--- src/rtl/ealu_pkg.sv ---
`default_nettype none

package ealu_pkg;

	// command codes
	localparam logic [4:0] CMD_ADD   = 5'd0;
	localparam logic [4:0] CMD_ADC   = 5'd1;
	localparam logic [4:0] CMD_SUB   = 5'd2;
	localparam logic [4:0] CMD_SBC   = 5'd3;
	localparam logic [4:0] CMD_AND   = 5'd4;
	localparam logic [4:0] CMD_XOR   = 5'd5;
	localparam logic [4:0] CMD_OR    = 5'd6;
	localparam logic [4:0] CMD_CP    = 5'd7;
	localparam logic [4:0] CMD_INC8  = 5'd8;
	localparam logic [4:0] CMD_DEC8  = 5'd9;
	localparam logic [4:0] CMD_INC16 = 5'd10;
	localparam logic [4:0] CMD_DEC16 = 5'd11;
	localparam logic [4:0] CMD_DAA   = 5'd12;
	localparam logic [4:0] CMD_SCF   = 5'd13;
	localparam logic [4:0] CMD_CPL   = 5'd14;
	localparam logic [4:0] CMD_CCF   = 5'd15;
	localparam logic [4:0] CMD_ADDHL = 5'd16;
	localparam logic [4:0] CMD_ADDSP = 5'd17;

	// decimal adjust constants
	localparam logic [7:0] DAA_HI_ADJ = 8'h60;
	localparam logic [7:0] DAA_LO_ADJ = 8'h06;
	localparam logic [7:0] BCD_MAX    = 8'h99;
	localparam logic [3:0] DIGIT_MAX  = 4'h9;

	typedef struct packed {
		logic z;
		logic n;
		logic h;
		logic c;
	} flags_t;

	typedef struct packed {
		logic [4:0]        cmd;
		logic [7:0]        byte_operand;
		logic [15:0]       word_base;
		logic [15:0]       word_operand;
		logic signed [7:0] signed_offset;
	} req_t;

	typedef struct packed {
		logic [7:0]  accumulator_out;
		logic [7:0]  byte_result;
		logic [15:0] word_result;
		logic        zero_flag;
		logic        subtract_flag;
		logic        half_carry_flag;
		logic        carry_flag;
	} rsp_t;

endpackage

`default_nettype wire

--- src/rtl/eight_bit_alu_with_flags.sv ---
`default_nettype none

// eight-bit alu with z, n, h and c flags. it holds the accumulator and the
// four flags; each item on req carries a command code and its operands, and
// each item yields exactly one item on rsp with the new accumulator, the
// inc/dec byte result, the 16-bit result and the new flags. unused result
// fields read zero, and an unknown command code changes nothing. one item
// per cycle is taken sustained while rsp is not stalled; an accepted item
// passes through the input register, then the result register, before
// rsp_valid rises for it. a stalled rsp holds one item in each register
// and then drops req_ready. the rate is set by the accumulator/flag
// feedback loop, which closes through the single combinational alu pass
// between those two registers. reset clears the accumulator and all flags.
module eight_bit_alu_with_flags (
	input  logic            clk,
	input  logic            arst_n,
	input  logic            req_valid,
	output logic            req_ready,
	input  ealu_pkg::req_t  req,
	output logic            rsp_valid,
	input  logic            rsp_ready,
	output ealu_pkg::rsp_t  rsp
);
	import ealu_pkg::*;

	// input stage
	logic   valid_s1;
	req_t   req_s1;
	// result stage
	logic   valid_s2;
	rsp_t   rsp_s2;
	// architectural state
	logic [7:0] acc_q;
	flags_t     flags_q;

	logic   adv_s1;     // item in stage 1 moves to the result register
	rsp_t   exec_rsp;

	// stage 1 moves when the result register is empty or being drained
	assign adv_s1    = valid_s1 && (!valid_s2 || rsp_ready);
	// take a new item when stage 1 is empty or emptying this cycle
	assign req_ready = !valid_s1 || adv_s1;

	ealu_exec u_exec (
		.req (req_s1),
		.acc (acc_q),
		.flg (flags_q),
		.rsp (exec_rsp)
	);

	// input register
	always_ff @(posedge clk or negedge arst_n) begin
		if (!arst_n) begin
			valid_s1 <= 1'b0;
		end else if (req_valid && req_ready) begin
			valid_s1 <= 1'b1;
		end else if (adv_s1) begin
			valid_s1 <= 1'b0;
		end
	end

	always_ff @(posedge clk) begin
		if (req_valid && req_ready) begin
			req_s1 <= req;
		end
	end

	// result register
	always_ff @(posedge clk or negedge arst_n) begin
		if (!arst_n) begin
			valid_s2 <= 1'b0;
		end else if (adv_s1) begin
			valid_s2 <= 1'b1;
		end else if (rsp_ready) begin
			valid_s2 <= 1'b0;
		end
	end

	always_ff @(posedge clk) begin
		if (adv_s1) begin
			rsp_s2 <= exec_rsp;
		end
	end

	// accumulator and flags commit as the item enters the result register,
	// so the next item in stage 1 already sees them
	always_ff @(posedge clk or negedge arst_n) begin
		if (!arst_n) begin
			acc_q   <= 8'd0;
			flags_q <= '0;
		end else if (adv_s1) begin
			acc_q   <= exec_rsp.accumulator_out;
			flags_q <= '{z: exec_rsp.zero_flag, n: exec_rsp.subtract_flag,
				h: exec_rsp.half_carry_flag, c: exec_rsp.carry_flag};
		end
	end

	assign rsp_valid = valid_s2;
	assign rsp       = rsp_s2;

	// shown accumulator, z and c flags always match the committed state
	a_rsp_matches_state: assert property (@(posedge clk) disable iff (!arst_n)
		valid_s2 |-> (rsp_s2.accumulator_out == acc_q) &&
			(rsp_s2.zero_flag == flags_q.z) && (rsp_s2.carry_flag == flags_q.c))
		else $error("result register out of step with accumulator or flags");

	// compare leaves the accumulator alone
	a_cp_keeps_acc: assert property (@(posedge clk) disable iff (!arst_n)
		adv_s1 && (req_s1.cmd == CMD_CP) |=> acc_q == $past(acc_q))
		else $error("cp changed the accumulator");

	// 16-bit inc/dec touch no flags
	a_inc16_keeps_flags: assert property (@(posedge clk) disable iff (!arst_n)
		adv_s1 && ((req_s1.cmd == CMD_INC16) || (req_s1.cmd == CMD_DEC16))
			|=> flags_q == $past(flags_q))
		else $error("16-bit inc/dec changed the flags");

endmodule

`default_nettype wire

--- src/rtl/ealu_exec.sv ---
`default_nettype none

// one pass of the alu: current accumulator and flags plus one item in,
// result item (which also carries the next accumulator and flags) out
module ealu_exec (
	input  ealu_pkg::req_t   req,
	input  logic [7:0]       acc,
	input  ealu_pkg::flags_t flg,
	output ealu_pkg::rsp_t   rsp
);
	import ealu_pkg::*;

	logic        cin;
	logic [8:0]  sum9;
	logic [4:0]  nib5;
	logic [8:0]  diff9;
	logic [4:0]  ndiff5;
	logic [7:0]  inc8;
	logic [7:0]  dec8;
	logic [16:0] hl17;
	logic [12:0] hl13;
	logic [15:0] off16;
	logic [15:0] sp16;
	logic [4:0]  sph5;
	logic [8:0]  spc9;
	logic        daa_hi;
	logic        daa_lo;
	logic [7:0]  daa_a1;
	logic [7:0]  daa_a2;
	logic        daa_c;
	logic [7:0]  acc_n;
	logic [7:0]  byte_n;
	logic [15:0] word_n;
	flags_t      flg_n;

	// adders for all commands, computed ahead of the command select
	always_comb begin
		cin    = ((req.cmd == CMD_ADC) || (req.cmd == CMD_SBC)) ? flg.c : 1'b0;
		sum9   = {1'b0, acc} + {1'b0, req.byte_operand} + {8'd0, cin};
		nib5   = {1'b0, acc[3:0]} + {1'b0, req.byte_operand[3:0]} + {4'd0, cin};
		diff9  = {1'b0, acc} - {1'b0, req.byte_operand} - {8'd0, cin};
		ndiff5 = {1'b0, acc[3:0]} - {1'b0, req.byte_operand[3:0]} - {4'd0, cin};
		inc8   = req.byte_operand + 8'd1;
		dec8   = req.byte_operand - 8'd1;
		hl17   = {1'b0, req.word_base} + {1'b0, req.word_operand};
		hl13   = {1'b0, req.word_base[11:0]} + {1'b0, req.word_operand[11:0]};
		off16  = {{8{req.signed_offset[7]}}, req.signed_offset};
		sp16   = req.word_base + off16;
		sph5   = {1'b0, req.word_base[3:0]} + {1'b0, req.signed_offset[3:0]};
		spc9   = {1'b0, req.word_base[7:0]} + {1'b0, req.signed_offset[7:0]};
	end

	// decimal adjust
	always_comb begin
		daa_hi = 1'b0;
		daa_lo = 1'b0;
		daa_c  = flg.c;
		if (!flg.n) begin
			daa_hi = flg.c || (acc > BCD_MAX);
			daa_a1 = daa_hi ? acc + DAA_HI_ADJ : acc;
			daa_c  = flg.c | daa_hi;
			daa_lo = flg.h || (daa_a1[3:0] > DIGIT_MAX);
			daa_a2 = daa_lo ? daa_a1 + DAA_LO_ADJ : daa_a1;
		end else begin
			daa_a1 = flg.c ? acc - DAA_HI_ADJ : acc;
			daa_a2 = flg.h ? daa_a1 - DAA_LO_ADJ : daa_a1;
		end
	end

	always_comb begin
		acc_n  = acc;
		flg_n  = flg;
		byte_n = 8'd0;
		word_n = 16'd0;
		case (req.cmd)
			CMD_ADD, CMD_ADC: begin
				acc_n = sum9[7:0];
				flg_n = '{z: (sum9[7:0] == 8'd0), n: 1'b0, h: nib5[4], c: sum9[8]};
			end
			CMD_SUB, CMD_SBC, CMD_CP: begin
				if (req.cmd != CMD_CP) begin
					acc_n = diff9[7:0];
				end
				flg_n = '{z: (diff9[7:0] == 8'd0), n: 1'b1, h: ndiff5[4], c: diff9[8]};
			end
			CMD_AND: begin
				acc_n = acc & req.byte_operand;
				flg_n = '{z: ((acc & req.byte_operand) == 8'd0), n: 1'b0, h: 1'b1, c: 1'b0};
			end
			CMD_XOR: begin
				acc_n = acc ^ req.byte_operand;
				flg_n = '{z: ((acc ^ req.byte_operand) == 8'd0), n: 1'b0, h: 1'b0, c: 1'b0};
			end
			CMD_OR: begin
				acc_n = acc | req.byte_operand;
				flg_n = '{z: ((acc | req.byte_operand) == 8'd0), n: 1'b0, h: 1'b0, c: 1'b0};
			end
			CMD_INC8: begin
				byte_n  = inc8;
				flg_n.z = (inc8 == 8'd0);
				flg_n.n = 1'b0;
				flg_n.h = (inc8[3:0] == 4'h0);
			end
			CMD_DEC8: begin
				byte_n  = dec8;
				flg_n.z = (dec8 == 8'd0);
				flg_n.n = 1'b1;
				flg_n.h = (dec8[3:0] == 4'hF);
			end
			CMD_INC16: begin
				word_n = req.word_base + 16'd1;
			end
			CMD_DEC16: begin
				word_n = req.word_base - 16'd1;
			end
			CMD_DAA: begin
				acc_n   = daa_a2;
				flg_n.z = (daa_a2 == 8'd0);
				flg_n.h = 1'b0;
				flg_n.c = daa_c;
			end
			CMD_SCF: begin
				flg_n.n = 1'b0;
				flg_n.h = 1'b0;
				flg_n.c = 1'b1;
			end
			CMD_CPL: begin
				acc_n   = ~acc;
				flg_n.n = 1'b1;
				flg_n.h = 1'b1;
			end
			CMD_CCF: begin
				flg_n.n = 1'b0;
				flg_n.h = 1'b0;
				flg_n.c = ~flg.c;
			end
			CMD_ADDHL: begin
				word_n  = hl17[15:0];
				flg_n.n = 1'b0;
				flg_n.h = hl13[12];
				flg_n.c = hl17[16];
			end
			CMD_ADDSP: begin
				word_n = sp16;
				flg_n  = '{z: 1'b0, n: 1'b0, h: sph5[4], c: spc9[8]};
			end
			default: begin
				acc_n = acc;
			end
		endcase
	end

	always_comb begin
		rsp.accumulator_out = acc_n;
		rsp.byte_result     = byte_n;
		rsp.word_result     = word_n;
		rsp.zero_flag       = flg_n.z;
		rsp.subtract_flag   = flg_n.n;
		rsp.half_carry_flag = flg_n.h;
		rsp.carry_flag      = flg_n.c;
	end

endmodule

`default_nettype wire

--- config.mk ---
export PLATFORM = sky130hd
export DESIGN_NAME = eight_bit_alu_with_flags
export DESIGN_NICKNAME = d
export VERILOG_FILES = /design/src/rtl/ealu_pkg.sv /design/src/rtl/eight_bit_alu_with_flags.sv /design/src/rtl/ealu_exec.sv
export SDC_FILE = /design/constraint.sdc
export NUM_CORES = 1
export LEC_CHECK = 0
export BUFFER_PORTS_ARGS = -buffer_cell sky130_fd_sc_hd__clkbuf_2
export CORE_MARGIN = 3
export CORE_UTILIZATION = 45
export CTS_BUF_LIST = sky130_fd_sc_hd__clkbuf_16
export CTS_CLUSTER_SIZE = 8
export DETAILED_ROUTE_END_ITERATION = 8
export GPL_TIMING_DRIVEN = 0
export PLACE_DENSITY_LB_ADDON = 0.08
export SETUP_SLACK_MARGIN = 0.5
export SLEW_MARGIN = 10
export SYNTH_ARGS = -nofsm -noshare
export SYNTH_HDL_FRONTEND = slang
export SYNTH_SLANG_ARGS = --single-unit
--- constraint.sdc ---
create_clock -name clk -period 4.08 [get_ports clk]
set_input_delay 0.612 -clock clk [delete_from_list [all_inputs] [get_ports clk]]
set_output_delay 0.612 -clock clk [all_outputs]
set_load 0.03 [all_outputs]
# Word level (Yosys, flattened, before mapping)
# Index checks and enable logic that the tools add are counted.
[word_totals]
output_inout_bits = 38
mem_count = 0
regBits = 103
latch_bits = 0
mem_bits_rw = 0
wordCells = 114
in_bits = 57
mem_bits_ro = 0
[op_classes]
muxes = 19
n_addsub = 21
n_div = 0
eq_ne = 19
reduce_logical = 28
n_mul = 0
n_shift = 0
order_cmp = 2
bitwise = 6
[op_table]
columns = ["cell", "n"]
rows = [
  ["zero test 8 bit", 8],
  ["case mux 16 bit (4 select lines)", 1],
  ["case mux 8 bit (7 select lines)", 1],
  ["two-way mux 8 bit", 6],
  ["equality test 5 x 4 -> 1 bit, second input constant", 8],
  ["equality test 5 x 3 -> 1 bit, second input constant", 4],
  ["adder 8 x 8 -> 9 bit", 2],
  ["adder 16 x 16 -> 17 bit", 1],
  ["adder 16 x 1 -> 16 bit, second input constant", 1],
  ["adder 16 bit", 1],
  ["case mux 1 bit (8 select lines)", 2],
  ["case mux 8 bit (2 select lines)", 1],
  ["subtractor 16 x 1 -> 16 bit, second input constant", 1],
  ["adder 12 x 12 -> 13 bit", 1],
  ["adder 4 x 4 -> 5 bit", 2],
  ["equality test 5 x 2 -> 1 bit, second input constant", 2],
  ["equality test 5 bit, second input constant", 2],
  ["OR reduction 10 bit", 1],
  ["OR reduction 5 bit", 2],
  ["adder 9 x 1 -> 9 bit", 1],
  ["case mux 1 bit (9 select lines)", 1],
  ["subtractor 8 x 8 -> 9 bit", 1],
  ["subtractor 9 x 1 -> 9 bit", 1],
  ["adder 8 x 1 -> 8 bit, second input constant", 1],
  ["other kinds (29)", 43],
]

# Longest topological paths before layout
# Gate-level depths: netlist (run 1).
[depth]
ltp_word = 9
mapped_depth = 16
depth_no_buf = 15

# Hierarchy
# From an unflattened synthesis (run 1), not the netlist that was laid out.
[unflattened]
hier_cells = 773
area_unflattened_um2 = 7771.2
[modules_own_cells]
columns = ["mod", "area_per_inst_um2", "seq_area_each_um2", "n_inst", "cells_per_inst"]
rows = [
  ["ealu_exec", 4503.1, 0.0, 1, 650],
  ["eight_bit_alu_with_flags", 3268.1, 3022.9, 1, 123],
]

# Worst setup path before layout (run 1)
# OpenSTA, ideal clock, no wires.
[synth_timing]
path_kind = "reg-to-reg"
startpoint = "register req_s1[52] in the netlist's numbering"
endpoint = "register acc_q[4]"
setup_ps = 127
period_less_slack_ps = 3710
arrival_time_ps = 3583
required_ps = 3953
path_stages_with_launch = 14
slack_ps = 370
path_buffers = 0
cell_sequence = "edfxtp_1 nor2b_1 nand3_1 inv_1 fa_1 ha_1 or2_2 fa_1 o21a_1 nor2_1 xor2_1 nor2_1 or4_4 mux2_2"
[synth_rtl]
columns = ["item", "line", "text"]
rows = [
  ["start, declared", "eight_bit_alu_with_flags.sv:28", "req_t req_s1;"],
  ["start signal, assigned", "eight_bit_alu_with_flags.sv:64", "req_s1 <= req;"],
  ["end signal, assigned", "eight_bit_alu_with_flags.sv:92", "acc_q <= exec_rsp.accumulator_out;"],
  ["end, declared", "eight_bit_alu_with_flags.sv:33", "logic [7:0] acc_q;"],
]

==> results.sh, run 1 <==
export IMPL_status="completed"
export IMPL_preCtsSetupSlack_ns=-0.118
export IMPL_area_growth_pct=19.3
export IMPL_clkTransAtPathRegs_ns=0.08
export IMPL_synth_edf_count=89
export IMPL_clock_sinks=103
export IMPL_p_total_w=0.00497
export IMPL_grt_use_met2=0.472
export IMPL_ys_types=77
export IMPL_start_util=0.460
export IMPL_fin_nets=1080
export IMPL_ff2ff_path_depth=16
export IMPL_hold_path_class="input port to async pin"
export IMPL_rsz0062_at_grt="true"
export IMPL_synth_ff_type="edfxtp_1"
export IMPL_n_antenna_cell=0
export IMPL_post_synth_fa_ha_maj_area_fraction=0.136
export IMPL_grt_first_pass_wirelength_um=39500
export IMPL_instances_no_fill=1170
export IMPL_num_vias=7114
export IMPL_p_leak_nw=4.03
export IMPL_syn_inst=813
export IMPL_slew_limit_headroom=0.295
export IMPL_synth_compound_gate_area_share=0.214
export IMPL_antenna_found_initial=0
export IMPL_gp_congestion=0.925
export IMPL_io_pins=95
export IMPL_ant_nets=0
export IMPL_ys_ff_latch=103
export IMPL_end_kind="register"
export IMPL_grt_overflow=0
export IMPL_crit_fanout=3
export IMPL_synthTopCellsByArea="edfxtp_1 33%, ha_1 12%, dfrtp_1 4.4%, xnor2_1 3.4%, a21oi_1 3.2%"
export IMPL_drive_above_1_share=0.228
export IMPL_synth_top_family_by_area="compound AO/OA/AOI/OAI gates"
export IMPL_die_area_mm2=0.0194
export IMPL_drv_cap=0
export IMPL_core_mm2=0.0174
export IMPL_required_ns=4.18
export IMPL_finalWorstPathRequiredPeriod_ns=3.71
export IMPL_dp_hpwl_um=18900
export IMPL_critPathKind="register to register"
export IMPL_clk_insertion_delay_late_ns=0.36
export IMPL_yosys_area_share_simple=0.163
export IMPL_synth_xor_area_frac=0.0493
export IMPL_slew_violations=0
export IMPL_busiest_layer="met2"
export IMPL_hold_viol=0
export IMPL_power_density_mw_per_mm2=521
export IMPL_setup_viol=0
export IMPL_rows=48
export IMPL_syn_nets=953
export IMPL_synthArstFlopShare=0.136
export IMPL_drt_first_pass_iters=5
export IMPL_synth_top_cell_area_share=0.334
export IMPL_grt_start_max_net_pins=32
export IMPL_avgSynthCellArea_um2=9.83
export IMPL_fin_crit_sh=0.910
export IMPL_peakVddDrop_uv=253
export IMPL_wl_um=24600
export IMPL_portBuffers=94
export IMPL_cts_htree_levels=3
export IMPL_use_met1=0.316
export IMPL_placed_area_mm2=0.00880
export IMPL_tightestPinTransition_ns=1.05
export IMPL_yosysTopAreaCell="edfxtp_1"
export IMPL_grt_pass1_vias=7196
export IMPL_grt_use_total=0.256
export IMPL_worstPathArrival_ns=3.82
export IMPL_critPathLaunchType="register"
export IMPL_synth_seq_area_share=0.378
export IMPL_finClkSkew_ns=0.0127
export IMPL_postLayoutSetupSlackWorst_ns=0.367
export IMPL_timing_hold_ws_ns=0.153
export IMPL_final_area_mm2=0.00954
export IMPL_drc=0
export IMPL_ys_warnings_count=0
export IMPL_fp_dieW_um=139
export IMPL_gr_usage_met3=0.0326
export IMPL_root_buffer="clkbuf_16"
export IMPL_cts_buffers=9
export IMPL_post_drt_wl_per_cell_um=21.0
export IMPL_cts_tree="done"
export IMPL_vias_per_cell=6.08
export IMPL_ctsLongestPathBuffers=2
export IMPL_netlist_area_mm2=0.00799
export IMPL_dp_cells=1134
export IMPL_drt_iter0_drc=464
export IMPL_synthMuxAreaShare=0.0238
export IMPL_clock_fmax_ghz=0.269
export IMPL_die_y_um=139
export IMPL_cts_hold_buf=0
worst max-delay path: stages (launching register included):
cell	delay, ns
dfrtp_1	0.38
buf_6	0.12
buf_8	0.12
nand3_4	0.07
inv_2	0.04
fa_1	0.60
inv_2	0.07
ha_4	0.16
or2_4	0.22
fa_2	0.35
o21a_4	0.22
o221a_4	0.28
a31oi_4	0.16
xnor2_2	0.15
nor2_1	0.08
nor4_2	0.34
a21oi_1	0.08
cells in the final DEF, fill, tap and decap left out, types with 13 or more instances in the layout:
master,instances
a21o_1,21
a21oi_1,46
buf_4,19
clkbuf_1,17
clkbuf_2,97
edfxtp_1,89
ha_1,73
inv_1,36
nand2_1,42
nand3_1,24
nor2_1,56
nor3_1,23
o21ai_0,31
o22ai_1,13
xnor2_1,28
worst paths after layout:
check                                  startpoint                    end  slack (ns)
setup / recovery           flags_q[0]$_DFFE_PN0P_       rsp[0]$_DFFE_PP_        0.37
min in group clk                          req[13]   req_s1[13]$_DFFE_PP_        0.42
hold / removal                             arst_n   acc_q[2]$_DFFE_PN0P_        0.15
hold reg to reg              valid_s1$_DFFE_PN0P_  rsp_valid$_DFFE_PN0P_        0.52
setup reg to reg           flags_q[0]$_DFFE_PN0P_       rsp[0]$_DFFE_PP_        0.37
max in group asynchronous                  arst_n   acc_q[7]$_DFFE_PN0P_        3.62
cells in the mapped netlist, types with 5 or more instances:
library cell / instances
nand4_1: 7
nand3_1: 25
fa_1: 6
clkbuf_1: 21
or2_2: 7
and3_1: 9
nor2b_1: 11
o21ai_0: 33
o22ai_1: 13
o211ai_1: 11
nor4_1: 8
o22a_1: 5
a311oi_1: 5
inv_1: 38
nand2_1: 42
nor2_1: 60
buf_2: 11
nand2b_1: 12
mux2_2: 8
a211oi_1: 10
o31ai_1: 7
xnor2_1: 31
a21oi_1: 51
or3_1: 9
edfxtp_1: 89
nand3b_1: 5
a21boi_0: 6
a221oi_1: 10
a31oi_1: 8
dfrtp_1: 14
a21o_1: 22
mux2i_1: 10
ha_1: 77
nor3_1: 23
xor2_1: 14
a211o_1: 10
o21a_1: 8
final cells by class:
class	count	area, um2
Fill cell	1573	7820
Inverter	38	143
Multi-Input combinational cell	638	4910
Tap cell	225	282
Buffer	34	181
Timing Repair Buffer	116	664
Clock inverter	7	109
Clock buffer	9	225
Sequential cell	103	3030
repair_timing:
item                       CTS  global route
setup buffers               18             2
pin swaps                   12            13
resized for setup           37            26
setup endpoints to repair   25            17
cells by family (layout without fill, tap and decap cells):
logic type               Yosys count  in the layout
XOR/XNOR                          45             45
buffers and inverters             72            204
AO/OA/AOI/OAI                    245            245
flip-flops                       103            103
AND/OR/NAND/NOR                  247            247
adder cells (fa/ha/maj)           83             83
multiplexers                      18             18
state kept, by name, summed over array words and instances (netlist names):
register   count
req_s1        53
rsp_valid      1
valid_s1       1
rsp           36
flags_q        4
acc_q          8
layer usage:
layer	share of wire	vias up
met2	0.53	229
met3	0.040	31
li1	-	3366
met5	0	-
met1	0.41	3488
met4	0.016	0
report_power, final:
part | switching (W) | leakage [nW] | internal, W
sequential | 0.000142 | 1.03 | 0.00130
clock | 0.000436 | 0.165 | 0.000554
combinational | 0.00148 | 2.83 | 0.00105
total | 0.00206 | 4.03 | 0.00291
metrics by stage:
step | TNS, ns | util
floorplan | 0 | -
global placement | -0.412 | 0.505
detailed placement | -0.373 | 0.507
CTS | 0 | 0.543
global route | 0 | 0.549
finish | 0 | 0.549
(Power assumes the default switching activity.)
==> run 2: changes to the inputs <==
- MAX_ROUTING_LAYER: default -> met4
==> results.sh, run 2 (synthesized netlist as in run 1, its figures left out) <==
export IMPL_status="completed"
export IMPL_fp_dieW_um=139
export IMPL_finClkSkew_ns=0.0124
export IMPL_antenna_found_initial=0
export IMPL_rows=48
export IMPL_preCtsSetupSlack_ns=-0.0991
export IMPL_drive_above_1_share=0.229
export IMPL_tightestPinTransition_ns=1.03
export IMPL_start_util=0.460
export IMPL_setup_viol=0
export IMPL_critPathKind="register to register"
export IMPL_portBuffers=94
export IMPL_post_drt_wl_per_cell_um=20.6
export IMPL_root_buffer="clkbuf_16"
export IMPL_postLayoutSetupSlackWorst_ns=0.440
export IMPL_worstPathArrival_ns=3.73
export IMPL_core_mm2=0.0174
export IMPL_ant_nets=0
export IMPL_die_y_um=139
export IMPL_power_density_mw_per_mm2=518
export IMPL_clock_fmax_ghz=0.275
export IMPL_p_total_w=0.00494
export IMPL_peakVddDrop_uv=276
export IMPL_grt_use_total=0.255
export IMPL_grt_pass1_vias=7085
export IMPL_crit_fanout=3
export IMPL_area_growth_pct=19.4
export IMPL_layout_commonest_cell="clkbuf_2"
export IMPL_p_leak_nw=4.04
export IMPL_grt_start_max_net_pins=31
export IMPL_hold_viol=0
export IMPL_dp_hpwl_um=18700
export IMPL_cts_tree="done"
export IMPL_largest_register_ffs=53
export IMPL_critPathLaunchType="register"
export IMPL_grt_first_pass_wirelength_um=38300
export IMPL_clk_insertion_delay_late_ns=0.36
export IMPL_end_kind="register"
export IMPL_clkTransAtPathRegs_ns=0.08
export IMPL_required_ns=4.17
export IMPL_grt_overflow=0
export IMPL_slew_violations=0
export IMPL_finalWorstPathRequiredPeriod_ns=3.64
export IMPL_drv_cap=0
export IMPL_wl_um=24100
export IMPL_cts_htree_levels=3
export IMPL_ctsLongestPathBuffers=2
export IMPL_top_register="req_s1"
export IMPL_num_vias=7054
export IMPL_vias_per_cell=6.02
export IMPL_slew_limit_headroom=0.309
export IMPL_fin_nets=1082
export IMPL_gp_congestion=0.968
export IMPL_final_cell_mix="98 x clkbuf_2, 89 x edfxtp_1, 73 x ha_1"
export IMPL_rsz0062_at_grt="true"
export IMPL_drt_first_pass_iters=7
export IMPL_n_antenna_cell=0
export IMPL_drt_iter0_drc=527
export IMPL_fin_crit_sh=0.892
export IMPL_die_area_mm2=0.0194
export IMPL_clock_sinks=103
export IMPL_cts_buffers=9
export IMPL_drc=0
export IMPL_hold_path_class="input port to async pin"
export IMPL_io_pins=95
[run 2: what timing repair did]
item,CTS,global route
resized for setup,37,24
hold buffers,0,0
pin swaps,15,14
buffers inserted,20,2
setup endpoints to repair,24,16
[run 2: where the power goes]
part / total (W) / internal [W] / leakage, nW / switching, W
clock: 0.000985 / 0.000555 / 0.166 / 0.000430
combinational: 0.00252 / 0.00104 / 2.84 / 0.00148
sequential: 0.00144 / 0.00130 / 1.03 / 0.000137
total: 0.00494 / 0.00290 / 4.04 / 0.00204
[run 2: worst max-delay path, cell delays in order, from the launching register on]
cell,delay [ns]
dfrtp_1,0.38
buf_6,0.12
buf_8,0.12
nand3_4,0.07
inv_2,0.05
fa_1,0.59
inv_2,0.05
ha_2,0.17
or2_4,0.23
fa_2,0.36
o21a_4,0.22
o221a_4,0.26
xnor2_4,0.19
o21ai_2,0.07
a221oi_2,0.23
nand2_1,0.10
a21boi_2,0.16
[run 2: layout make-up]
type                       instances  area (um2)
fill                            1571        7820
inverter                          38         146
multi-input combinational        638        4890
buffer                            34         183
clock buffer                       9         225
clock inverter                     7         111
sequential                       103        3020
timing repair buffer             118         676
tap                              225         282
[run 2: final timing paths]
check,cells past startpoint,to,start,slack (ns)
setup / recovery,16,rsp[34]$_DFFE_PP_,flags_q[0]$_DFFE_PN0P_,0.44
hold / removal,1,acc_q[1]$_DFFE_PN0P_,arst_n,0.16
setup reg to reg,16,rsp[34]$_DFFE_PP_,flags_q[0]$_DFFE_PN0P_,0.44
hold reg to reg,1,rsp_valid$_DFFE_PN0P_,valid_s1$_DFFE_PN0P_,0.52
max in group asynchronous,1,acc_q[5]$_DFFE_PN0P_,arst_n,3.61
min in group clk,1,req_s1[4]$_DFFE_PP_,req[4],0.42
[run 2: per-layer routing]
layer  track usage  routed length (um)  vias to the layer above
li1              -                   -                     3368
met1         0.308               10100                     3431
met2         0.455               12500                      223
met3        0.0282                1020                       32
met4        0.0685                 527                        0
met5             -                   0                        -
[run 2: through the flow]
| step | std cells | hold WS [ns] | setup TNS (ns) | utilization | instance area, um2 |
|---|---|---|---|---|---|
| detailed placement | 1134 | 0.499 | -0.278 | 0.507 | 8800 |
| CTS | 1170 | 0.170 | 0 | 0.544 | 9440 |
| floorplan | 813 | 0.316 | 0 | - | 8010 |
| finish | 1172 | 0.164 | 0 | 0.550 | 9540 |
| global route | 1172 | 0.174 | 0 | 0.550 | 9540 |
| global placement | 1132 | 0.472 | -0.314 | 0.505 | 8760 |
